==> src/rtl/core/assert_macros.svh <==
// Assertion macros for the heightfield grid ray walk RTL.
// Included by the top level; needs a clock aclk and a reset aresetn in scope.
`ifndef ASSERT_MACROS_SVH
`define ASSERT_MACROS_SVH

// antecedent implies consequent in the same cycle
`define HGRW_ASSERT_SAME(lbl, ante, cons) \
    lbl: assert property (@(posedge aclk) disable iff (!aresetn) (ante) |-> (cons)) \
        else $error("assertion failed");

// antecedent implies consequent in the next cycle
`define HGRW_ASSERT_NEXT(lbl, ante, cons) \
    lbl: assert property (@(posedge aclk) disable iff (!aresetn) (ante) |=> (cons)) \
        else $error("assertion failed");

`endif

==> src/rtl/core/hgrw_div.sv <==
// Restoring divider, one quotient bit per cycle.
// Used by the heightfield grid ray walk top level; no package needed.
`default_nettype none
module hgrw_div #(
    parameter int NUM_W = 54,
    parameter int DEN_W = 37
) (
    input  logic             aclk,
    input  logic             aresetn,
    input  logic             start,
    input  logic [NUM_W-1:0] num,
    input  logic [DEN_W-1:0] den,
    output logic             busy,
    output logic [NUM_W-1:0] quo
);

    localparam int IT_W = $clog2(NUM_W);

    logic             busy_reg, busy_next;
    logic [IT_W-1:0]  it_reg, it_next;
    logic [NUM_W-1:0] num_reg, num_next;
    logic [NUM_W-1:0] quo_reg, quo_next;
    logic [DEN_W-1:0] den_reg, den_next;
    logic [DEN_W-1:0] rem_reg, rem_next;
    logic [DEN_W:0]   rs;
    logic             qb;

    always_comb begin
        busy_next = busy_reg;
        it_next   = it_reg;
        num_next  = num_reg;
        quo_next  = quo_reg;
        den_next  = den_reg;
        rem_next  = rem_reg;
        rs = {rem_reg, num_reg[NUM_W-1]};
        qb = (rs >= {1'b0, den_reg});
        if (start) begin
            busy_next = 1'b1;
            it_next   = IT_W'(NUM_W - 1);
            num_next  = num;
            den_next  = den;
            rem_next  = '0;
            quo_next  = '0;
        end else if (busy_reg) begin
            rem_next = qb ? DEN_W'(rs - {1'b0, den_reg}) : rs[DEN_W-1:0];
            quo_next = {quo_reg[NUM_W-2:0], qb};
            num_next = {num_reg[NUM_W-2:0], 1'b0};
            it_next  = it_reg - 1'b1;
            if (it_reg == '0) begin
                busy_next = 1'b0;
            end
        end
    end

    always_ff @(posedge aclk) begin
        if (!aresetn) begin
            busy_reg <= 1'b0;
        end else begin
            busy_reg <= busy_next;
        end
        it_reg  <= it_next;
        num_reg <= num_next;
        quo_reg <= quo_next;
        den_reg <= den_next;
        rem_reg <= rem_next;
    end

    assign busy = busy_reg;
    assign quo  = quo_reg;

endmodule
`default_nettype wire

==> config.mk <==
export PLATFORM = sky130hd
export DESIGN_NAME = hgrw_div
export DESIGN_NICKNAME = d
export VERILOG_FILES = /design/src/rtl/core/assert_macros.svh /design/src/rtl/core/hgrw_div.sv
export SDC_FILE = /design/constraint.sdc
export NUM_CORES = 1
export LEC_CHECK = 0
export ABC_AREA = 1
export BUFFER_PORTS_ARGS = -buffer_cell sky130_fd_sc_hd__buf_2
export CORE_ASPECT_RATIO = 0.7
export CORE_UTILIZATION = 40
export DETAILED_ROUTE_END_ITERATION = 12
export HOLD_SLACK_MARGIN = 0.12
export PLACE_DENSITY = 0.6
export REMOVE_ABC_BUFFERS = 1
export SYNTH_ARGS = -nofsm -noshare
export SYNTH_HDL_FRONTEND = slang
export SYNTH_SLANG_ARGS = --single-unit
export TNS_END_PERCENT = 50
==> constraint.sdc <==
create_clock -name aclk -period 5.8 [get_ports aclk]
set_input_delay 0.58 -clock aclk [delete_from_list [all_inputs] [get_ports aclk]]
set_output_delay 0.58 -clock aclk [all_outputs]
set_load 0.05 [all_outputs]
### After elaboration in Yosys (flattened, before gate mapping)

Index checks and enable logic that the tools add are counted.

| storage, ports and cells | value |
|---|---|
| input port bits | 94 |
| output and inout bits | 55 |
| word-level logic and storage cells | 17 |
| bits in registers | 189 |

| operators by class | value |
|---|---|
| add/sub/neg operators | 2 |
| reductions and logical operators | 2 |
| magnitude comparators | 1 |
| muxes and demuxes | 6 |

Operators by type and width:

| kind | count |
|---|---|
| $mux 54 | 2 |
| $ge 38x37->1 | 1 |
| $mux 37 | 1 |
| $sub 37x37->37 | 1 |
| $logic_not 6->1 | 1 |
| $sub 6x1->6 const B | 1 |
| $mux 1 | 3 |
| $reduce_bool 2->1 | 1 |

### Logic depth before layout (Yosys ltp)

Gate-level depths: netlist of run 1.

| depth | value |
|---|---|
| word-level depth | 4 |
| depth in mapped cells | 17 |
| gate-level depth less buffers | 17 |

### Worst setup path before layout of run 1

OpenSTA, ideal clock, no wires.

| timing path | value |
|---|---|
| path type | register to register |
| start | register busy_reg (netlist: busy) |
| end | register num_reg[0], enable pin |
| required time | 5.360 ns |
| path slack | 2.647 ns |
| cell stages (with the launch flop) | 4 |
| path buffers | 1 |
| data arrival time | 2.713 ns |
| library setup time | 0.440 ns |
| clock period less this slack | 3.153 ns |
| path through | dfxtp_1 nor2_1 inv_2 clkbuf_1 |

| between the ends | value |
|---|---|
| cells in the longest elaborated chain, start to end | 1 |

Ends and longest elaborated chain:

| item | line | text |
|---|---|---|
| from (decl) | hgrw_div.sv:19 | `logic busy_reg, busy_next;` |
| from (signal assigned) | hgrw_div.sv:59 | `busy_reg <= busy_next;` |
| $reduce_bool 2->1 (no source line) | n/a |  |
| to (signal assigned) | hgrw_div.sv:62 | `num_reg <= num_next;` |
| to (decl) | hgrw_div.sv:21 | `logic [NUM_W-1:0] num_reg, num_next;` |

No other way between the ends.
A chain may end at the register's enable or synchronous reset.

### Worst setup path after layout of run 1

| timing path | value |
|---|---|
| start | register num_reg[53] |
| end | register rem_reg[3] |

| between the ends | value |
|---|---|
| cells in the longest elaborated chain, start to end | 2 |
| elaborated cells between the ends (all ways) | 3 |
| classes of those cells | add/sub: 1; order compare: 1; mux: 1 |

Ends and longest elaborated chain:

| item | line | text |
|---|---|---|
| $sub 37x37->37 / $ge 38x37->1 (equally long branches) | hgrw_div.sv:45, hgrw_div.sv:36 |  |
| $mux 37 * | hgrw_div.sv:45 | `rem_next = qb ? DEN_W'(rs - {1'b0, den_reg}) : rs[DEN_W-1:0];` |
| to (signal assigned) | hgrw_div.sv:65 | `rem_reg <= rem_next;` |
| to (decl) | hgrw_div.sv:24 | `logic [DEN_W-1:0] rem_reg, rem_next;` |

Every way passes the cells marked *; elsewhere a longest branch is shown, timed or not.

==> results.md, run 1 <==
- CP Cell Sequence: inv_1 > ha_1 > inv_1 > fa_1 > nand2_1 > nand2_1 > nand3_1 > nand2_1 > nand4_2 > nand4_4 > inv_2 > nand2_1 > nand3_1 > o21ai_0
- CP Data Arrival Time: roughly 3.6 ns
- Worst path max stage delay: ~0.65 ns
- Die area: 25,100 µm²
- VDD IR max: just over 0.2 mV
- Slowest CP cell: inv_2
- Outcome: finished, final reports clean
- Total number of vias: 8,281
- Lkg Pwr: 5.66 nW
- Critical path startpoint category: register
- Crit share post-route: a little under three fifths
- Detailed Route WL: approximately 25 mm
- Pin count of the biggest net entering global routing: 91
- Drt drc: 0
- HPWL Detailed: approximately 18 mm
- CP endpoint kind: register
- Initial Util: between 40 and 50%
- Max Root-Sink Buffers: 2
- Site row count: 47
- Area Overhead vs Synth: 16.7%
- Footprint of the multi-input gates: ~4100 µm²
- Synth unique cells: 39
- Pre-CTS setup slack: about 2.5 ns
- Postcts setup bufs: 0
- WP data required: just over 6 ns
- Final hold vios: 0
- Total track usage: 20.4%
- Worst-margin pin slew: between 1 and 1.5 ns
- Post-DRT Antenna Nets: 0
- Sequential area share after synthesis: 48.0%
- Max-slew violation count: 0
- Sum Neg Setup Slack: 0 ns
- Synth warn: 0
- Cell depth of the worst hold path: 1
- Core ar.: roughly 24,000 µm²
- Fill count: 2,437
- PnR Total Power: between 2 and 3 mW
- # hold bufs at CTS: 0
- Initial DRC count: between 600 and 700
- R2r worst-path depth: 14
- First-pass GRT wire length: between 40 and 50 mm
- Sequential Area: ~4700 µm²
- CTS tree: built
- Post-Synthesis Cell Area: roughly 9800 µm²
- Synthesized flop and latch total: about 190
- Reg2reg end: rem_reg[3]
- Initial antenna violation count: 7
- Share of cells above drive strength 1: 14.6%
- RD Place Congestion: 0.933
- Cells after Synth: around 1,300
- Reg-to-reg startpoint: num_reg[53]
- Via density: around 4.7
- CTS-repair resized insts: 0
- Setup violations, final: 0
- DRT Pass-1 Iters: 5
- Clock period minus final worst setup slack: 3.32 ns
- Global route total overflow: 0
- Hold Crit Class: input port to register
- Final #Nets: approximately 1,600
- Rel. slew slack: between 20 and 30%
- Sink Count: 189
- Slack of the critical path: between 2 and 2.5 ns
- CTS clk-pin slew, worst paths: roughly 0.070 ns
- Hold endpoint: den_reg[30]
- Clock skew: 0.0115 ns
- CP Class: register to register
- H-tree Lvls: 4
- Maximum Capacitance Violations: 0
- Achievable Freq: 301 MHz
- RSZ-0062 raised after global routing: false
- # port buffers: approximately 150
- Per-cell routed wire length: 14.1 µm
- R2R Setup Slk: 2.48 ns
- Critical hold path startpoint: den[30]
- Clock latency on the worst-skew pair: approximately 0.44 ns
- Commonest non-fill, non-tap cells in the layout: nand2_1 (455), inv_1 (211), buf_2 (147)
- Critical path's most frequent cell: nand2_1
- Root buffer cell: clkbuf_16
- Max FO, Critical Path: 54
- Avg Cell Area, Syn: about 7.6 µm²
- # IOs: between 100 and 150
- Die width: 189 µm
- TritonCTS Buffers: 17
- Pwr per Cell Area: 258 nW/µm²
- Die Y: around 130 µm
- Vias in the first global route: slightly below 8,000
- Leading cell type in the layout, fill and taps excluded: nand2_1
## report_power, final
group | internal [mW] | leakage, nW | switching (mW)
Sequential | 1.47 | 1.71 | 0.0191
Clock | 0.631 | 0.303 | 0.565
Combinational | 0.0861 | 3.65 | 0.172
## worst max-delay path by stage
stage | start | endpoint | slack [ns] | cells after the start
6_report | num_reg[53] | rem_reg[3] | 2.48 | 14
5_1_grt | num_reg[53] | rem_reg[14] | 2.14 | 14
4_1_cts | num_reg[53] | rem_reg[3] | 2.44 | 14
3_5_place_dp | num_reg[53] | rem_reg[12] | 2.48 | 14
3_3_place_gp | num_reg[53] | rem_reg[0] | 2.59 | 14
2_1_floorplan | busy | quo[53] | 1.91 | 4
## Yosys cell counts (all sizes together)
library cell	number	area (µm²)
o21a	1	7.51
nand4	9	83.8
clkinv	1	3.75
clkbuf	28	105
or2	12	75.1
nor3	10	50.1
ha	39	488
xor2	5	43.8
edfxtp	91	2730
o311ai	1	8.76
nand2	459	1730
buf	10	70.1
o211ai	3	22.5
a21oi	36	184
a21boi	1	7.51
inv	215	807
a31oi	2	12.5
o21ai	38	190
fa	1	20.0
and2	1	6.26
nor2	72	288
o22ai	53	332
xnor2	16	140
nand3	72	360
a21o	1	7.51
o21bai	6	45.0
dfxtp	98	1960
## through the flow
stage	util [%]	hold slack [ns]	area (µm²)	instances
3_5_place_dp	45.4	0.448	10800	1715
4_1_cts	47.9	0.277	11400	1747
2_1_floorplan	-	0.443	9610	1243
5_1_grt	47.9	0.281	11400	1748
6_report	47.9	0.305	11400	1751
3_3_place_gp	45.4	0.443	10800	1715
## final cells by class
| cell class | instances | share of cell area [%] |
|---|---|---|
| flip-flops and latches | 189 | 41.1 |
| multi-input cells | 838 | 36.0 |
| inverters | 216 | 7.12 |
| repair buffers | 154 | 6.90 |
| clock buffers | 20 | 4.28 |
| well taps | 318 | 3.48 |
| clock inverters | 12 | 1.02 |
| diodes | 4 | 0.0877 |
## cells by family (layout without fill, tap and decap cells)
logic type               after synthesis  after routing  synth area share (%)
AND/OR/NAND/NOR                      635            635                  26.5
buffers and inverters                254            402                  10.1
flip-flops                           189            189                  48.0
AO/OA/AOI/OAI                        142            142                  8.35
adder cells (fa/ha/maj)               40             40                  5.19
XOR/XNOR                              21             21                  1.88
other                                  0              4                     0
## routing by layer
metal  vias up  routed length (µm)  global-route usage [%]
met2       203                9640                    28.3
met1      3710               13100                    30.4
met4         4                 234                    4.88
met3        29                1750                    6.34
met5         -                  27                       0
li1       4335                   -                       -
## worst max-delay path: cells and delay by family, from the launching register on
kind / cells / cell delay, ns
AO/OA/AOI/OAI: 1 / 0.08
flip-flops: 1 / 0.38
buffers and inverters: 3 / 0.80
adder cells (fa/ha/maj): 2 / 0.53
AND/OR/NAND/NOR: 8 / 1.37
Power figures use the tool's default switching activity.
==> run 2, diff against run 1 <==
PLACE_DENSITY = 0.62   (was 0.6)
clock period = 2.8 ns   (was 5.8 ns; I/O delays follow)
==> run 2 against run 1 <==
Design area up 8.5%. Critical endpoint is now rem_reg[34]. Core utilization up 4.1 points. Wire length up 3.0%. Cell count up 5.7%. Flip-flop and latch count unchanged. Clock power up 98%. Largest cell class unchanged. Maximum frequency up 30%. Clock skew up 0.0038 ns. Sequential share of layout area down 3.2 points. Sequential power up 110%. Combinational power up 150%. Count of clock-buffer cells in the layout up 1.
==> results.md, run 2 (synthesized netlist as in run 1, its figures left out) <==
- Global route total overflow: 0 (unchanged)
- Die Y: 133 µm (unchanged)
- Crit path max-delay family: simple AND/OR/NAND/NOR gates (unchanged)
- Sink Count: 189 (unchanged)
- Pin count of the biggest net entering global routing: 54 (was 91)
- Final core utilization: 52.0% (was 47.9%)
- Achievable Freq: 393 MHz (was 301 MHz)
- TritonCTS Buffers: 17 (unchanged)
- Critical path startpoint category: register (unchanged)
- Share of cells above drive strength 1: 14.2% (was 14.6%)
- Commonest non-fill, non-tap cells in the layout: nand2_1 (455), inv_1 (211), buf_2 (147) (unchanged)
- Worst path max stage delay: 0.39 ns (was 0.65 ns)
- Max-slew violation count: 0 (unchanged)
- Outcome: finished, final reports clean (unchanged)
- Critical path's most frequent cell: nand2_1 (unchanged)
- Die area: 25,100 µm² (unchanged)
- Sum Neg Setup Slack: 0 ns (unchanged)
- Placed Area: 10,900 µm² (was 10,800 µm²)
- Site row count: 47 (unchanged)
- WP data required: 3.15 ns (was 6.08 ns)
- Setup violations, final: 0 (unchanged)
- HPWL Detailed: 18.7 mm (was 18.0 mm)
- Slack of the critical path: 0.255 ns (was 2.48 ns)
- Total track usage: 21.4% (was 20.4%)
- # IOs: 149 (unchanged)
- Fin area: 12,400 µm² (was 11,400 µm²)
- Hold Crit Class: input port to register (unchanged)
- Worst Path Buf+Inv: 2 (was 3)
- Pre-CTS setup slack: 0.272 ns (was 2.48 ns)
- Postcts setup bufs: 0 (unchanged)
- Clock latency on the worst-skew pair: 0.45 ns (was 0.44 ns)
- Hold WS: 0.139 ns (was 0.305 ns)
- H-tree Lvls: 4 (unchanged)
- Clock period minus final worst setup slack: 2.54 ns (was 3.32 ns)
- Detailed Route WL: 25.5 mm (was 24.7 mm)
- Initial DRC count: 555 (was 631)
- Max FO, Critical Path: 4 (was 54)
- Pwr per Cell Area: 492 nW/µm² (was 258 nW/µm²)
- CP Cell Sequence: inv_1 > ha_1 > inv_1 > fa_1 > nand2_1 > nand2_1 > nand3_1 > nand2_1 > a21oi_1 > o21bai_1 > nand2_1 > nand2_1 > nand2_1 > nand3_1 > nand2_1 > nand2_1 (was inv_1 > ha_1 > inv_1 > fa_1 > nand2_1 > nand2_1 > nand3_1 > nand2_1 > nand4_2 > nand4_4 > inv_2 > nand2_1 > nand3_1 > o21ai_0)
- Slowest CP cell: fa_1 (was inv_2)
- Area Overhead vs Synth: 26.6% (was 16.7%)
- CP endpoint kind: register (unchanged)
- Final hold vios: 0 (unchanged)
- Post-DRT Antenna Nets: 0 (unchanged)
- # port buffers: 148 (unchanged)
- Core ar.: 23,800 µm² (unchanged)
- CTS clk-pin slew, worst paths: 0.08 ns (was 0.07 ns)
- Total number of vias: 8,706 (was 8,281)
- Rel. slew slack: 54.2% (was 28.6%)
- Via density: 4.71 (was 4.73)
- Post-Layout Cell Count: 1,850 (was 1,751)
- Drt drc: 0 (unchanged)
- Initial Util: 41.1% (unchanged)
- DRT Pass-1 Iters: 7 (was 5)
- Max Root-Sink Buffers: 2 (unchanged)
- First-pass GRT wire length: 42.6 mm (was 40.5 mm)
- PnR Total Power: 6.09 mW (was 2.95 mW)
- Lkg Pwr: 6.08 nW (was 5.66 nW)
- Initial antenna violation count: 1 (was 7)
- Leading cell type in the layout, fill and taps excluded: nand2_1 (unchanged)
- RSZ-0062 raised after global routing: false (unchanged)
- CTS tree: built (unchanged)
- RD Place Congestion: 0.939 (was 0.933)
- CP Data Arrival Time: 2.90 ns (was 3.60 ns)
- VDD IR max: 0.411 mV (was 0.205 mV)
- CP Class: register to register (unchanged)
- Clock skew: 0.0153 ns (was 0.0115 ns)
- Per-cell routed wire length: 13.8 µm (was 14.1 µm)
- Final #Nets: 1,652 (was 1,550)
- Crit share post-route: 90.9% (was 57.3%)
- Root buffer cell: clkbuf_16 (unchanged)
- Maximum Capacitance Violations: 0 (unchanged)
- Die width: 189 µm (unchanged)
- Worst-margin pin slew: 0.687 ns (was 1.07 ns)
- Inst Count DP: 1,727 (was 1,715)
- Vias in the first global route: 8,493 (was 7,960)
-- run 2: cell types whose count changed in the layout (fill, tap and decap cells not counted), sizes merged --
| cell | delta |
|---|---|
| buf | +12 |
| clkbuf | +1 |
| clkinv | -2 |
| clkinvlp | +1 |
| diode | -3 |
| dlygate4sd3 | +90 |
-- run 2: layout make-up --
class	instances	area [µm²]
well taps	318	398
clock inverters	11	97.6
inverters	216	813
diodes	1	2.50
fillers	2302	11400
multi-input cells	838	4110
clock buffers	21	462
flip-flops and latches	189	4690
repair buffers	256	1820
-- run 2: final timing paths --
kind / startpoint / depth (start not counted) / slack [ns] / endpoint
min reg2reg: quo[53] / 2 / 0.46 / quo[53]
max reg2reg: num_reg[53] / 16 / 0.26 / rem_reg[34]
min: num[42] / 3 / 0.14 / num_reg[42]
max: num_reg[53] / 16 / 0.26 / rem_reg[34]
-- run 2: what timing repair did --
action                                  in CTS  in global routing
resized for setup                            0                  0
hold buffers                                90                  0
endpoints found under the setup margin       0                  0
hold endpoints to repair                    90                  0
-- run 2: layer usage --
layer / track usage (%) / vias to the layer above / routed length (µm)
met5: 0 / - / 0
met1: 32.0 / 3930 / 13500
met4: 4.48 / 0 / 215
li1: - / 4533 / -
met2: 30.6 / 223 / 10100
met3: 5.54 / 20 / 1710
-- run 2: power by group --
part	leakage, nW	switching, mW	total, mW	internal [mW]
registers	1.71	0.0399	3.09	3.05
logic	4.10	0.372	0.641	0.268
clock network	0.273	1.15	2.37	1.22
total	6.08	1.56	6.09	4.53
-- run 2: worst reg2reg max path, delay by kind of cell, from the launching register on --
family | cells | cell delay (ns)
compound gates | 2 | 0.60
flops | 1 | 0.36
simple gates | 10 | 0.84
buf+inv | 2 | 0.14
fa+ha+maj | 2 | 0.53
==> run 3, diff against run 2 <==
CORE_MARGIN = 4   (was unset)
==> run 3 against run 2 <==
Clock skew rose by 0.00097 ns. Design area about the same. Sequential power is essentially flat. Maximum frequency increased by 0.26%. Worst setup slack gained 0.0065 ns. Critical path depth down 2. Cell count unchanged. Clock power is essentially flat. Highest routed layer unchanged. Largest cell class unchanged. Power rose by 0.14%. Global-route usage decreased by 2.2 points. Wire length grew 1.2%.
==> results.md, run 3 (synthesized netlist as in run 1, its figures left out) <==
- Outcome: finished, final reports clean (unchanged)
- Post-Layout Cell Count: 1,850 (unchanged)
- PnR Total Power: 6.10 mW (was 6.09 mW)
- Via density: 4.72 (was 4.71)
- Pin count of the biggest net entering global routing: 54 (unchanged)
- Initial DRC count: 652 (was 555)
- Commonest non-fill, non-tap cells in the layout: nand2_1 (455), inv_1 (211), buf_2 (147) (unchanged)
- Clock latency on the worst-skew pair: 0.44 ns (was 0.45 ns)
- HPWL Detailed: 18.7 mm (about the same)
- Clock skew: 0.0162 ns (was 0.0153 ns)
- Clock network fraction of total power: 38.9% (was 38.8%)
- CP Data Arrival Time: 2.87 ns (was 2.90 ns)
- Rel. slew slack: 53.7% (was 54.2%)
- Core ar.: 23,900 µm² (was 23,800 µm²)
- Clock period minus final worst setup slack: 2.54 ns (about the same)
- Global route total overflow: 0 (unchanged)
- Critical path startpoint category: register (unchanged)
- P_sw: 1.59 mW (was 1.56 mW)
- # port buffers: 148 (unchanged)
- Achievable Freq: 394 MHz (was 393 MHz)
- Placed Area: 10,900 µm² (about the same)
- Per-cell routed wire length: 13.9 µm (was 13.8 µm)
- CP Class: register to register (unchanged)
- Post-DRT Antenna Nets: 0 (unchanged)
- Reg-to-reg startpoint: num_reg[53] (unchanged)
- Max Root-Sink Buffers: 2 (unchanged)
- Hold Crit Class: input port to register (unchanged)
- Setup violations, final: 0 (unchanged)
- Initial antenna violation count: 0 (was 1)
- Lkg Pwr: 6.08 nW (about the same)
- Slack of the critical path: 0.262 ns (was 0.255 ns)
- Inst Count DP: 1,727 (unchanged)
- Final #Nets: 1,653 (was 1,652)
- Worst-margin pin slew: 0.694 ns (was 0.687 ns)
- Fill count: 2,342 (was 2,302)
- CTS tree: built (unchanged)
- Final hold vios: 0 (unchanged)
- # IOs: 149 (unchanged)
- Drt drc: 0 (unchanged)
- Critical Path Start: num_reg[53] (unchanged)
- Die Y: 139 µm (was 133 µm)
- Total track usage: 19.2% (was 21.4%)
- Pre-CTS setup slack: 0.296 ns (was 0.272 ns)
- Die area: 27,100 µm² (was 25,100 µm²)
- Postcts setup bufs: 0 (unchanged)
- CTS clk-pin slew, worst paths: 0.08 ns (about the same)
- Vias in the first global route: 8,330 (was 8,493)
- CP endpoint kind: register (unchanged)
- Die width: 195 µm (was 189 µm)
- RD Place Congestion: 0.944 (was 0.939)
- Maximum Capacitance Violations: 0 (unchanged)
- Fin area: 12,400 µm² (about the same)
- Share of cells above drive strength 1: 14.3% (was 14.2%)
- Internal power: 4.51 mW (was 4.53 mW)
- Root buffer cell: clkbuf_16 (unchanged)
- Initial Util: 41.0% (was 41.1%)
- DRT Pass-1 Iters: 5 (was 7)
- Combinational group share of total power: 10.5% (about the same)
- Total number of vias: 8,728 (was 8,706)
- Leading cell type in the layout, fill and taps excluded: nand2_1 (unchanged)
- Sw frac: 26.0% (was 25.6%)
- Critical hold path startpoint: num[8] (was num[42])
- Detailed Route WL: 25.8 mm (was 25.5 mm)
- Max FO, Critical Path: 17 (was 4)
- VDD IR max: 0.404 mV (was 0.411 mV)
- First-pass GRT wire length: 42.6 mm (about the same)
- Area Overhead vs Synth: 26.7% (was 26.6%)
- Crit share post-route: 90.6% (was 90.9%)
- Footprint of the multi-input gates: 4110 µm² (unchanged)
- RSZ-0062 raised after global routing: false (unchanged)
- Max-slew violation count: 0 (unchanged)
- Inserted Diodes: 0 (was 1)
- TritonCTS Buffers: 17 (unchanged)
- Pwr per Cell Area: 492 nW/µm² (about the same)
- H-tree Lvls: 4 (unchanged)
- Sink Count: 189 (unchanged)
- Site row count: 47 (unchanged)
- Seq pwr share: 50.6% (was 50.7%)
- Sequential Area: 4690 µm² (unchanged)
- WP data required: 3.13 ns (was 3.15 ns)
==> run 3: power by group through the flow <==
stage | Combinational (mW) | Clock (mW) | Sequential (mW)
floorplan | 0.326 | 0 | 3.14
global placement | 0.539 | 0 | 3.14
detailed placement | 0.538 | 0 | 3.15
CTS | 0.641 | 2.44 | 3.09
global route | 0.726 | 2.57 | 3.10
finish | 0.643 | 2.37 | 3.09
==> run 3: stage by stage <==
step / hold WS (ns) / utilization (%) / setup TNS, ns
2_1_floorplan: 0.352 / - / -54.40
3_3_place_gp: 0.439 / 45.7 / 0
3_5_place_dp: 0.453 / 45.7 / 0
4_1_cts: 0.133 / 51.9 / 0
5_1_grt: 0.170 / 51.9 / 0
6_report: 0.169 / 51.9 / 0
==> run 3: layer usage <==
layer,vias up,GRT usage [%],share of wire (%)
met2,252,27.7,41
li1,4537,-,-
met5,-,0,0
met4,0,3.45,0.70
met3,21,5.27,6.9
met1,3918,29.1,52
==> run 3: worst paths after layout <==
kind | endpoint | slack [ns] | cells past startpoint
setup / recovery | rem_reg[26] | 0.26 | 14
hold / removal | num_reg[8] | 0.17 | 3
setup reg to reg | rem_reg[26] | 0.26 | 14
hold reg to reg | quo[53] | 0.47 | 2
==> run 3: worst max-delay path, cell delays in order (launching register included) <==
cell	delay, ns
edfxtp_1	0.38
inv_1	0.08
ha_1	0.14
inv_1	0.06
fa_1	0.39
nand2_1	0.10
nand2_1	0.06
nand3_1	0.06
nand2_1	0.16
nand4_2	0.17
nand4_4	0.21
buf_4	0.27
or2_1	0.22
nand3_1	0.07
nand2_1	0.05
==> run 3: timing repair <==
action / CTS / global route
endpoints found under the setup margin: 0 / 1
hold endpoints to repair: 91 / 0
hold buffers: 91 / 0
gates resized for setup: 0 / 1
==> run 3: layout make-up <==
type,instances,area share [%]
tap,318,3.21
multi-input combinational,838,33.1
clock inverter,14,1.03
clock buffer,18,3.54
timing repair buffer,257,14.7
sequential,189,37.9
inverter,216,6.56
